## config.mk

```make
export PLATFORM = sky130hd
export DESIGN_NAME = ip_blocklist_table
export DESIGN_NICKNAME = d
export VERILOG_FILES = /design/src/design/ibt_pkg.sv /design/src/design/ibt_ram.sv /design/src/design/ibt_ctrl.sv /design/src/design/ibt_datapath.sv /design/src/design/ip_blocklist_table.sv
export VERILOG_INCLUDE_DIRS = /design/src /design/src/design
export SDC_FILE = /design/constraint.sdc
export NUM_CORES = 2
export LEC_CHECK = 0
export ABC_AREA = 1
export BUFFER_PORTS_ARGS = -buffer_cell sky130_fd_sc_hd__buf_2
export CORE_ASPECT_RATIO = 1.25
export CORE_MARGIN = 1
export CORE_UTILIZATION = 23
export CTS_CLUSTER_DIAMETER = 60
export DETAILED_ROUTE_END_ITERATION = 6
export HOLD_SLACK_MARGIN = 0.15
export PLACE_DENSITY = 0.45
export SLEW_MARGIN = 10
export SYNTH_ARGS = -nofsm -noshare
export SYNTH_HDL_FRONTEND = slang
export SYNTH_HIERARCHICAL = 1
export SYNTH_SLANG_ARGS = --single-unit
```

## constraint.sdc

```tcl
create_clock -name clk -period 7.4 [get_ports clk]
set_clock_uncertainty 0.2 [all_clocks]
set_input_delay 0.74 -clock clk [delete_from_list [all_inputs] [get_ports clk]]
set_output_delay 0.74 -clock clk [all_outputs]
set_load 0.05 [all_outputs]
```

## src/design/ip_blocklist_table_macros.svh

```systemverilog
// Assertion macros shared by the ip_blocklist_table RTL.
// Expects clk and rst_n in scope at the point of use; no other dependencies.
`ifndef IP_BLOCKLIST_TABLE_MACROS_SVH
`define IP_BLOCKLIST_TABLE_MACROS_SVH
`ifndef SYNTHESIS
`define IBT_ASSERT(lbl, prop, msg) \
    lbl: assert property (@(posedge clk) disable iff (!rst_n) (prop)) else $error(msg);
`define IBT_ASSERT_NEXT(lbl, ante, cons, msg) \
    lbl: assert property (@(posedge clk) disable iff (!rst_n) (ante) |=> (cons)) else $error(msg);
`else
`define IBT_ASSERT(lbl, prop, msg)
`define IBT_ASSERT_NEXT(lbl, ante, cons, msg)
`endif
`endif

```

## src/design/ibt_pkg.sv

```systemverilog
// Package for the ip_blocklist_table block: field widths, op codes and the
// command/status structs between controller and datapath. No dependencies.
package ibt_pkg;

    localparam int MODE_W      = 2;
    localparam int ADDR_W      = 32;
    localparam int COUNT_OUT_W = 7;

    localparam logic [COUNT_OUT_W-1:0] COUNT_OUT_MAX = 7'd127;

    localparam logic [MODE_W-1:0] MODE_CHECK  = 2'd0;
    localparam logic [MODE_W-1:0] MODE_APPEND = 2'd1;
    localparam logic [MODE_W-1:0] MODE_REMOVE = 2'd2;
    localparam logic [MODE_W-1:0] MODE_RSVD   = 2'd3;

    typedef struct packed {
        logic load;
        logic scan_step;
        logic clear_step;
        logic wr_entry;
        logic wr_valid;
        logic finish;
        logic ok;
    } ibt_cmd_t;

    typedef struct packed {
        logic [MODE_W-1:0] op;
        logic              found;
        logic              exhausted;
        logic              clear_last;
    } ibt_stat_t;

endpackage

```

## src/design/ibt_ram.sv

```systemverilog
// Generic simple dual-port RAM: one write port, one registered read port.
// No dependencies.
module ibt_ram #(
    parameter int WIDTH = 33,
    parameter int DEPTH = 64
) (
    input  logic                                   clk,
    input  logic                                   wr_en,
    input  logic [(DEPTH > 1 ? $clog2(DEPTH) : 1)-1:0] wr_addr,
    input  logic [WIDTH-1:0]                       wr_data,
    input  logic                                   rd_en,
    input  logic [(DEPTH > 1 ? $clog2(DEPTH) : 1)-1:0] rd_addr,
    output logic [WIDTH-1:0]                       rd_data
);

    logic [WIDTH-1:0] mem [DEPTH];

    always_ff @(posedge clk)
    begin
        if (wr_en)
        begin
            mem[wr_addr] <= wr_data;
        end
        if (rd_en)
        begin
            rd_data <= mem[rd_addr];
        end
    end

endmodule

```

## src/design/ibt_ctrl.sv

```systemverilog
// Controller for ip_blocklist_table: clear pass, entry scan, finish.
// Depends on ibt_pkg and ip_blocklist_table_macros.svh.
`include "ip_blocklist_table_macros.svh"
module ibt_ctrl (
    input  logic                         clk,
    input  logic                         rst_n,
    input  logic                         start,
    input  logic [ibt_pkg::MODE_W-1:0]   mode,
    output logic                         busy,
    output ibt_pkg::ibt_cmd_t            cmd,
    input  ibt_pkg::ibt_stat_t           stat
);
    import ibt_pkg::*;

    typedef enum logic [1:0] {S_CLEAR, S_IDLE, S_SCAN} state_t;

    state_t state_reg;
    state_t state_next;

    always_comb
    begin
        state_next = state_reg;
        cmd        = '0;
        case (state_reg)
            S_CLEAR:
            begin
                cmd.clear_step = 1'b1;
                if (stat.clear_last)
                begin
                    state_next = S_IDLE;
                end
            end
            S_IDLE:
            begin
                if (start)
                begin
                    cmd.load = 1'b1;
                    case (mode)
                        MODE_CHECK, MODE_APPEND, MODE_REMOVE:
                        begin
                            state_next = S_SCAN;
                        end
                        default:
                        begin
                            cmd.finish = 1'b1;
                        end
                    endcase
                end
            end
            S_SCAN:
            begin
                cmd.scan_step = 1'b1;
                if (stat.found)
                begin
                    cmd.finish   = 1'b1;
                    cmd.ok       = 1'b1;
                    cmd.wr_entry = (stat.op != MODE_CHECK);
                    cmd.wr_valid = (stat.op == MODE_APPEND);
                    state_next   = S_IDLE;
                end
                else if (stat.exhausted)
                begin
                    cmd.finish = 1'b1;
                    state_next = S_IDLE;
                end
            end
            default:
            begin
                state_next = S_IDLE;
            end
        endcase
    end

    always_ff @(posedge clk or negedge rst_n)
    begin
        if (!rst_n)
        begin
            state_reg <= S_CLEAR;
        end
        else
        begin
            state_reg <= state_next;
        end
    end

    assign busy = (state_reg != S_IDLE);

    `IBT_ASSERT_NEXT(a_scan_after_start, start && !busy && mode != MODE_RSVD, state_reg == S_SCAN, "op word did not enter scan")

endmodule

```

## src/design/ibt_datapath.sv

```systemverilog
// Datapath for ip_blocklist_table: entry RAM, scan index, compare, count, result.
// Depends on ibt_pkg, ibt_ram and ip_blocklist_table_macros.svh.
`include "ip_blocklist_table_macros.svh"
module ibt_datapath #(
    parameter int TABLE_ENTRIES = 64
) (
    input  logic                              clk,
    input  logic                              rst_n,
    input  logic [ibt_pkg::MODE_W-1:0]        mode,
    input  logic [ibt_pkg::ADDR_W-1:0]        ip_address,
    input  ibt_pkg::ibt_cmd_t                 cmd,
    output ibt_pkg::ibt_stat_t                stat,
    output logic                              done,
    output logic                              success,
    output logic [ibt_pkg::COUNT_OUT_W-1:0]   entries_in_use
);
    import ibt_pkg::*;

    localparam int IDX_W = (TABLE_ENTRIES > 1) ? $clog2(TABLE_ENTRIES) : 1;
    localparam int CNT_W = $clog2(TABLE_ENTRIES + 1);
    localparam int ENT_W = ADDR_W + 1;

    localparam logic [CNT_W-1:0] N_ENTRIES = CNT_W'(TABLE_ENTRIES);
    localparam logic [CNT_W-1:0] N_LAST    = CNT_W'(TABLE_ENTRIES - 1);
    localparam logic [31:0]      OUT_MAX_W = 32'(COUNT_OUT_MAX);

    logic [MODE_W-1:0]      op_reg;
    logic [ADDR_W-1:0]      addr_reg;
    logic [CNT_W-1:0]       idx_reg;
    logic                   data_vld_reg;
    logic [IDX_W-1:0]       cmp_idx_reg;
    logic [CNT_W-1:0]       count_reg;
    logic [CNT_W-1:0]       count_next;
    logic                   done_reg;
    logic                   success_reg;
    logic [COUNT_OUT_W-1:0] entries_in_use_reg;

    logic                   rd_en;
    logic [ENT_W-1:0]       rd_data;
    logic                   wr_en;
    logic [IDX_W-1:0]       wr_addr;
    logic [ENT_W-1:0]       wr_data;
    logic                   idx_more;
    logic                   rd_valid;
    logic [ADDR_W-1:0]      rd_addr_val;
    logic [31:0]            count_wide;

    assign idx_more    = (idx_reg < N_ENTRIES);
    assign rd_en       = cmd.scan_step && idx_more;
    assign rd_valid    = rd_data[ENT_W-1];
    assign rd_addr_val = rd_data[ADDR_W-1:0];

    assign wr_en   = cmd.clear_step || cmd.wr_entry;
    assign wr_addr = cmd.clear_step ? idx_reg[IDX_W-1:0] : cmp_idx_reg;
    assign wr_data = cmd.clear_step ? '0 : {cmd.wr_valid, addr_reg};

    ibt_ram #(
        .WIDTH (ENT_W),
        .DEPTH (TABLE_ENTRIES)
    ) u_entries (
        .clk     (clk),
        .wr_en   (wr_en),
        .wr_addr (wr_addr),
        .wr_data (wr_data),
        .rd_en   (rd_en),
        .rd_addr (idx_reg[IDX_W-1:0]),
        .rd_data (rd_data)
    );

    // append looks for a free slot, check/remove for a live match
    always_comb
    begin
        stat.op         = op_reg;
        stat.found      = data_vld_reg &&
                          ((op_reg == MODE_APPEND) ? !rd_valid
                                                   : (rd_valid && rd_addr_val == addr_reg));
        stat.exhausted  = !data_vld_reg && (idx_reg == N_ENTRIES);
        stat.clear_last = (idx_reg == N_LAST);
    end

    always_comb
    begin
        count_next = count_reg;
        if (cmd.wr_entry)
        begin
            count_next = cmd.wr_valid ? count_reg + CNT_W'(1) : count_reg - CNT_W'(1);
        end
        count_wide = 32'(count_next);
    end

    always_ff @(posedge clk)
    begin
        if (cmd.load)
        begin
            op_reg   <= mode;
            addr_reg <= ip_address;
        end
        if (cmd.scan_step)
        begin
            cmp_idx_reg <= idx_reg[IDX_W-1:0];
        end
        if (cmd.finish)
        begin
            success_reg        <= cmd.ok;
            entries_in_use_reg <= (count_wide > OUT_MAX_W) ? COUNT_OUT_MAX
                                                           : count_wide[COUNT_OUT_W-1:0];
        end
    end

    always_ff @(posedge clk or negedge rst_n)
    begin
        if (!rst_n)
        begin
            idx_reg      <= '0;
            data_vld_reg <= 1'b0;
            count_reg    <= '0;
            done_reg     <= 1'b0;
        end
        else
        begin
            if (cmd.load)
            begin
                idx_reg      <= '0;
                data_vld_reg <= 1'b0;
            end
            else if (cmd.scan_step)
            begin
                data_vld_reg <= idx_more;
                if (idx_more)
                begin
                    idx_reg <= idx_reg + CNT_W'(1);
                end
            end
            else if (cmd.clear_step)
            begin
                idx_reg <= idx_reg + CNT_W'(1);
            end
            count_reg <= count_next;
            done_reg  <= cmd.finish;
        end
    end

    assign done           = done_reg;
    assign success        = success_reg;
    assign entries_in_use = entries_in_use_reg;

    `IBT_ASSERT(a_count_bound, count_reg <= N_ENTRIES, "used count above table size")
    `IBT_ASSERT(a_write_compared, !cmd.wr_entry || data_vld_reg, "entry write without compared slot")
    `IBT_ASSERT(a_remove_live, !(cmd.wr_entry && !cmd.wr_valid) || rd_valid, "remove of a free slot")

endmodule

```

## src/design/ip_blocklist_table.sv

```systemverilog
// Top level of ip_blocklist_table: controller plus datapath.
// Depends on ibt_pkg, ibt_ctrl and ibt_datapath.
//
// After reset the block sweeps the entry RAM once to clear it, with busy
// high throughout. A word is taken when start is high and busy is low.
// Entries are read one per cycle from a single RAM read port, and a scan
// stops at the first hit: a live matching slot for a check or remove, the
// lowest free slot for an append; a miss or a full table scans every slot.
// Mode 3 is answered with no scan. The result shows on success and
// entries_in_use with done high for one cycle, in the cycle busy falls after
// a scan; it cannot be held, so the receiver must take it in that cycle.
module ip_blocklist_table #(
    parameter int TABLE_ENTRIES = 64
) (
    input  logic                              clk,
    input  logic                              rst_n,
    input  logic                              start,
    output logic                              busy,
    input  logic [ibt_pkg::MODE_W-1:0]        mode,
    input  logic [ibt_pkg::ADDR_W-1:0]        ip_address,
    output logic                              done,
    output logic                              success,
    output logic [ibt_pkg::COUNT_OUT_W-1:0]   entries_in_use
);
    import ibt_pkg::*;

    ibt_cmd_t  cmd;
    ibt_stat_t stat;

    ibt_ctrl u_ctrl (
        .clk   (clk),
        .rst_n (rst_n),
        .start (start),
        .mode  (mode),
        .busy  (busy),
        .cmd   (cmd),
        .stat  (stat)
    );

    ibt_datapath #(
        .TABLE_ENTRIES (TABLE_ENTRIES)
    ) u_datapath (
        .clk            (clk),
        .rst_n          (rst_n),
        .mode           (mode),
        .ip_address     (ip_address),
        .cmd            (cmd),
        .stat           (stat),
        .done           (done),
        .success        (success),
        .entries_in_use (entries_in_use)
    );

endmodule

```

==> After elaboration in Yosys (flattened, before gate mapping) <==
Memory sizes are Yosys's and may differ from the RTL's. A register that Yosys moved wholly into a read port is not among the register bits.
Index checks and enable logic that the tools add are counted.
{ "totals": {"output_inout_bits": 10, "regBits": 66, "wordCells": 76, "memories": 1, "mem_bits_rw": 2112} }
{ "mem_list": {"columns": ["name", "depth", "width", "read_ports", "rd_clocked_by_memory_dff", "write_ports", "line", "text"], "rows": [
  ["u_datapath.u_entries.mem", 64, 33, 1, 1, 1, "ibt_ram.sv:16", "logic [WIDTH-1:0] mem [DEPTH];"]
]} }
{ "classes": {"eq_ne": 14, "add_sub_neg": 3, "n_lt_le_gt_ge": 2, "reduce_logical": 15, "mux": 31} }
{ "ops": {"columns": ["op", "count"], "rows": [
  ["$mux W7", 6],
  ["$mux W33", 1],
  ["$eq A32 B32 Y1", 1],
  ["$add A7 B1 Y7 const B", 2],
  ["$mux W1", 14],
  ["$mux W2", 7],
  ["$eq A7 B6 Y1 const B", 1],
  ["$eq A7 B7 Y1 const B", 1],
  ["$gt A7 B7 Y1 const B", 1],
  ["$lt A7 B7 Y1 const B", 1],
  ["$sub A7 B1 Y7 const B", 1],
  ["$eq A2 B1 Y1 const B", 3],
  ["$mux W6", 1],
  ["$ne A2 B2 Y1 const B", 3],
  ["$ne A3 B3 Y1 const B", 2],
  ["$pmux W2 S3", 1],
  ["$eq A2 B2 Y1 const B", 2],
  ["$logic_and A1 B1 Y1", 4],
  ["$logic_not A2 Y1", 2],
  ["$reduce_and A4 Y1", 1],
  ["$reduce_bool A2 Y1", 2],
  ["$reduce_bool A3 Y1", 1],
  ["$reduce_or A3 Y1", 1],
  ["$logic_not A1 Y1", 2],
  ["other kinds (4)", 4]
]} }

==> Logic depth before layout (Yosys ltp) <==
{ "depth": {"depth_word": 9, "ltp_mapped": 22, "depth_no_buf": 22} }

==> Modules after synthesis <==
Netlist, hierarchy kept.
{ "modules_own_cells": {"columns": ["module", "n_inst", "cells_per_inst", "area_per_inst_um2"], "rows": [
  ["ibt_ram", 1, 6980, 86045.0],
  ["ibt_datapath", 1, 374, 3314.4],
  ["ibt_ctrl", 1, 34, 245.2]
]} }

==> Least setup slack after synthesis <==
No wires, ideal clock.
{ "synth_path": {"path_type": "flip-flop to flip-flop", "from": "register u_datapath.addr_reg[10]", "to": "memory u_datapath.u_entries.mem[48][0], enable pin", "synth_period_minus_slack_ns": 6.259, "path_slack_ns": 1.141, "stages_incl_launch_ff": 16, "required_time_ns": 6.693, "setup_time_ns": 0.507, "arrival_time_ns": 5.552, "path_cell_list": "edfxtp_1 -> xnor2_1 -> nand2_1 -> nor2_1 -> nand2_1 -> nor2_1 -> nand3_1 -> a21oi_1 -> o211a_1 -> clkbuf_1 -> inv_1 -> buf_2 -> nand2_1 -> clkbuf_1 -> nand4_1 -> nor4_1"} }
{ "synth_rtl": {"columns": ["element", "line", "text"], "rows": [
  ["start, declared", "ibt_datapath.sv:28", "logic [ADDR_W-1:0] addr_reg;"],
  ["start signal, assigned", "ibt_datapath.sv:96", "addr_reg <= ip_address;"],
  ["end, declared", "ibt_ram.sv:16", null]
]} }

==> impl_metrics.tcl <==
set metrics [dict create \
    syn_nets 7438 \
    status "completed" \
    ant_nets 0 \
    path_class "reg2reg" \
    max_freq_ghz 0.1998 \
    wl_mm 298.2 \
    worstPathArrival_ps 5420 \
    dp_hpwl_mm 174.8 \
    seq_area_um2 66320 \
    async_flop_share 0.008141 \
    synthCells 7388 \
    setup.worst_path.end_class "flip-flop" \
    clk_pin_slew_ps 70 \
    min_period_ps 5005 \
    drive_above_1_share 0.08167 \
    cts_tree "built" \
    yosysWarnings 6 \
    p_leak_nw 35.10 \
    p_switching_mw 15.54 \
    hold_path_class "reg2reg" \
    grt_overflow 0 \
    crit_chain "inv_1, nand2_1, nand2_1, nand3_1, nor2_1, nand2_1, nor2_1, nand3_1, a21oi_1, o211a_1, inv_1, nand2_1, nand4_1, buf_4, nor2_4, buf_4" \
    swShare 0.3886 \
    area_growth_pct 14.78 \
    clock_latency_ps 910 \
    cts_setup_buffers 0 \
    die_width_um 560.3 \
    syn_area_um2 89600 \
    io_buffers 46 \
    core_um2 386700 \
    n_fill_cell 40140 \
    timing.final.crit_share 0.6763 \
    hold_ws_ps 322.1 \
    grt_max_degree 184 \
    stdcell_count 12670 \
    fin_setup_tns_ps 0 \
    drt-initial-drc-count 5653 \
    largest_reg_flops 2112 \
    synth_edf_count 2193 \
    grt_pass1_vias 55340 \
    antenna_found_initial 16 \
    die_h_um 699.8 \
    crit_top_cell "nand2_1" \
    cts_sinks 2211 \
    avgSynthCellArea_um2 12.13 \
    cts_max_level 4 \
    place_inst 12250 \
    initial_core_util 0.2317 \
    gp_congestion 0.8526 \
    yosysUniqueCellTypes 43 \
    rsz0062_at_grt "false" \
    route.detailed.drc 0 \
    vias 57570 \
    tightest_slew_ps 1276 \
    p_seq_frac 0.396 \
    grt_pass1_wl_mm 422.1 \
    cp_slowest_cell "nor2_4" \
    row_count 255 \
    cp.required_ps 7820 \
    setup_viol 0 \
    multi_input_area_um2 20920 \
    fin_nets 7412 \
    maxSlewViolCount 0 \
    peakVddDrop_v 0.0003092 \
    slew-limit-headroom 0.1496 \
    cts_root_buffer "clkbuf_16" \
    maxCapViolCount 0 \
    critPathMaxFanout 30 \
    wire_per_inst_um 23.54 \
    vias_per_cell 4.544 \
    cts_made_buffers 215 \
    synth_ff_type "edfxtp_1" \
    pin_count 47 \
    crit_path_start_kind "flip-flop" \
    crit_buf_inv 4 \
    clock_path_buffers 4 \
    die-area_um2 392100 \
    ys_seq_area_frac 0.7400 \
    hold_viol_final 0 \
    combPwrFrac 0.329 \
    powerDensity_nw_per_um2 389.0 \
    ys_ff_latch 2211 \
    power_frac_clock 0.275 \
    gr-usage-all-layers 0.1475 \
    path_delay_family "simple AND/OR/NAND/NOR gates" \
    first_pass_iters 5 \
    p_int_mw 24.46 \
    max_stage_delay_ps 860 \
]
[final cells by class]
type                            count  share of cell area
Clock inverter                    125             0.01134
Clock buffer                      260             0.05478
Antenna cell                        1          0.00002433
Multi-Input combinational cell   4614              0.2035
Timing Repair Buffer              228             0.01922
Inverter                           92            0.003747
Sequential cell                  2211              0.6449
Tap cell                         5140             0.06253
[timing repair]
item / 4_1_cts / 5_1_grt
resized for setup: 0 / 0
hold buffers: 38 / 0
endpoints found under the hold margin: 54 / 0
[logic make-up after synthesis]
group | share of synthesized area
xor+xnor | 0.001271
flops | 0.7400
simple gates | 0.2194
buf+inv | 0.03469
fa+ha+maj | 0.001899
compound gates | 0.002821
[metal layers]
| metal | global-route usage | wire [um] | vias up |
|---|---|---|---|
| met4 | 0.05682 | 11840 | 0 |
| met3 | 0.01758 | 16280 | 413 |
| met5 | 0 | 0 | - |
| met1 | 0.1866 | 121900 | 29200 |
| li1 | - | - | 26120 |
| met2 | 0.2563 | 148300 | 1837 |
[placed cells by master, fill, tap and decap left out, types with 4 or more instances in the layout]
master            n
bufinv_16        21
clkinv_2         42
inv_6             6
nand4_1          16
clkinv_1         47
buf_2            46
o21ai_1           5
xnor2_1           8
inv_1            82
a21oi_1          11
ha_1             11
clkinvlp_4        8
o21ai_0          18
nor2_1           16
edfxtp_1       2193
dlygate4sd3_1    38
clkbuf_16       219
nor4_2            8
dfrtp_4           5
nand2_2           4
buf_12           18
xor2_1            5
clkbuf_1         41
buf_4           123
nand3_1        1978
nor2_4           89
nand2_1        2423
dfrtp_1          12
[power by group through the flow]
stage          registers [mW]  clock network, mW  logic [mW]
4_1_cts                  15.9               11.2        13.3
2_1_floorplan            16.1                  0        7.54
6_report                 15.9               11.0        13.2
5_1_grt                  15.9               11.6        14.1
3_3_place_gp             16.1                  0        13.2
3_5_place_dp             16.1                  0        13.2
[worst min-delay path, stage by stage (launching register included)]
cell and delay [ps]:
dfrtp_1 350, nand2_1 70, nand2_1 60
[cells in the mapped netlist, types with 4 or more instances]
cell         n  area (um2)
a21oi_1     11       55.05
buf_1       56       210.2
buf_2      214        1071
buf_4       48       360.4
buf_6       64       720.7
buf_8        4       60.06
clkbuf_1    84       315.3
dfrtp_1     18       450.4
edfxtp_1  2193       65850
ha_1        12       150.1
inv_1       86       322.8
nand2_1   2423        9095
nand2_2      4       25.02
nand3_1   1978        9899
nand4_1     16       100.1
nor2_1     105       394.1
nor4_1       9       56.30
o21ai_0     21       105.1
xnor2_1      8       70.07
xor2_1       5       43.79
[path summary, 6_finish.rpt]
| check | startpoint | to | slack [ps] | depth (start not counted) |
|---|---|---|---|---|
| worst min register to register | u_datapath/count_reg[5] | u_datapath/count_reg[5] | 320 | 2 |
| worst min-delay path | u_datapath/count_reg[5] | u_datapath/count_reg[5] | 320 | 2 |
| worst max register to register | u_datapath/addr_reg[30] | u_datapath/u_entries/mem[32][20] | 2400 | 16 |
| max in group asynchronous | rst_n | u_datapath/idx_reg[1] | 5040 | 4 |
| worst max-delay path | u_datapath/addr_reg[30] | u_datapath/u_entries/mem[32][20] | 2400 | 16 |
| min in group asynchronous | rst_n | u_datapath/count_reg[5] | 630 | 3 |
[through the flow]
step | worst slack [ps] | power, mW | area [um2] | util
floorplan | 1141 | 23.61 | 89600 | -
global placement | 2444 | 29.32 | 95520 | 0.2470
detailed placement | 2424 | 29.38 | 95610 | 0.2473
CTS | 2385 | 40.36 | 102800 | 0.2658
global route | 2117 | 41.59 | 102800 | 0.2660
finish | 2395 | 40.00 | 102800 | 0.2660
Power figures use the tool's default switching activity.
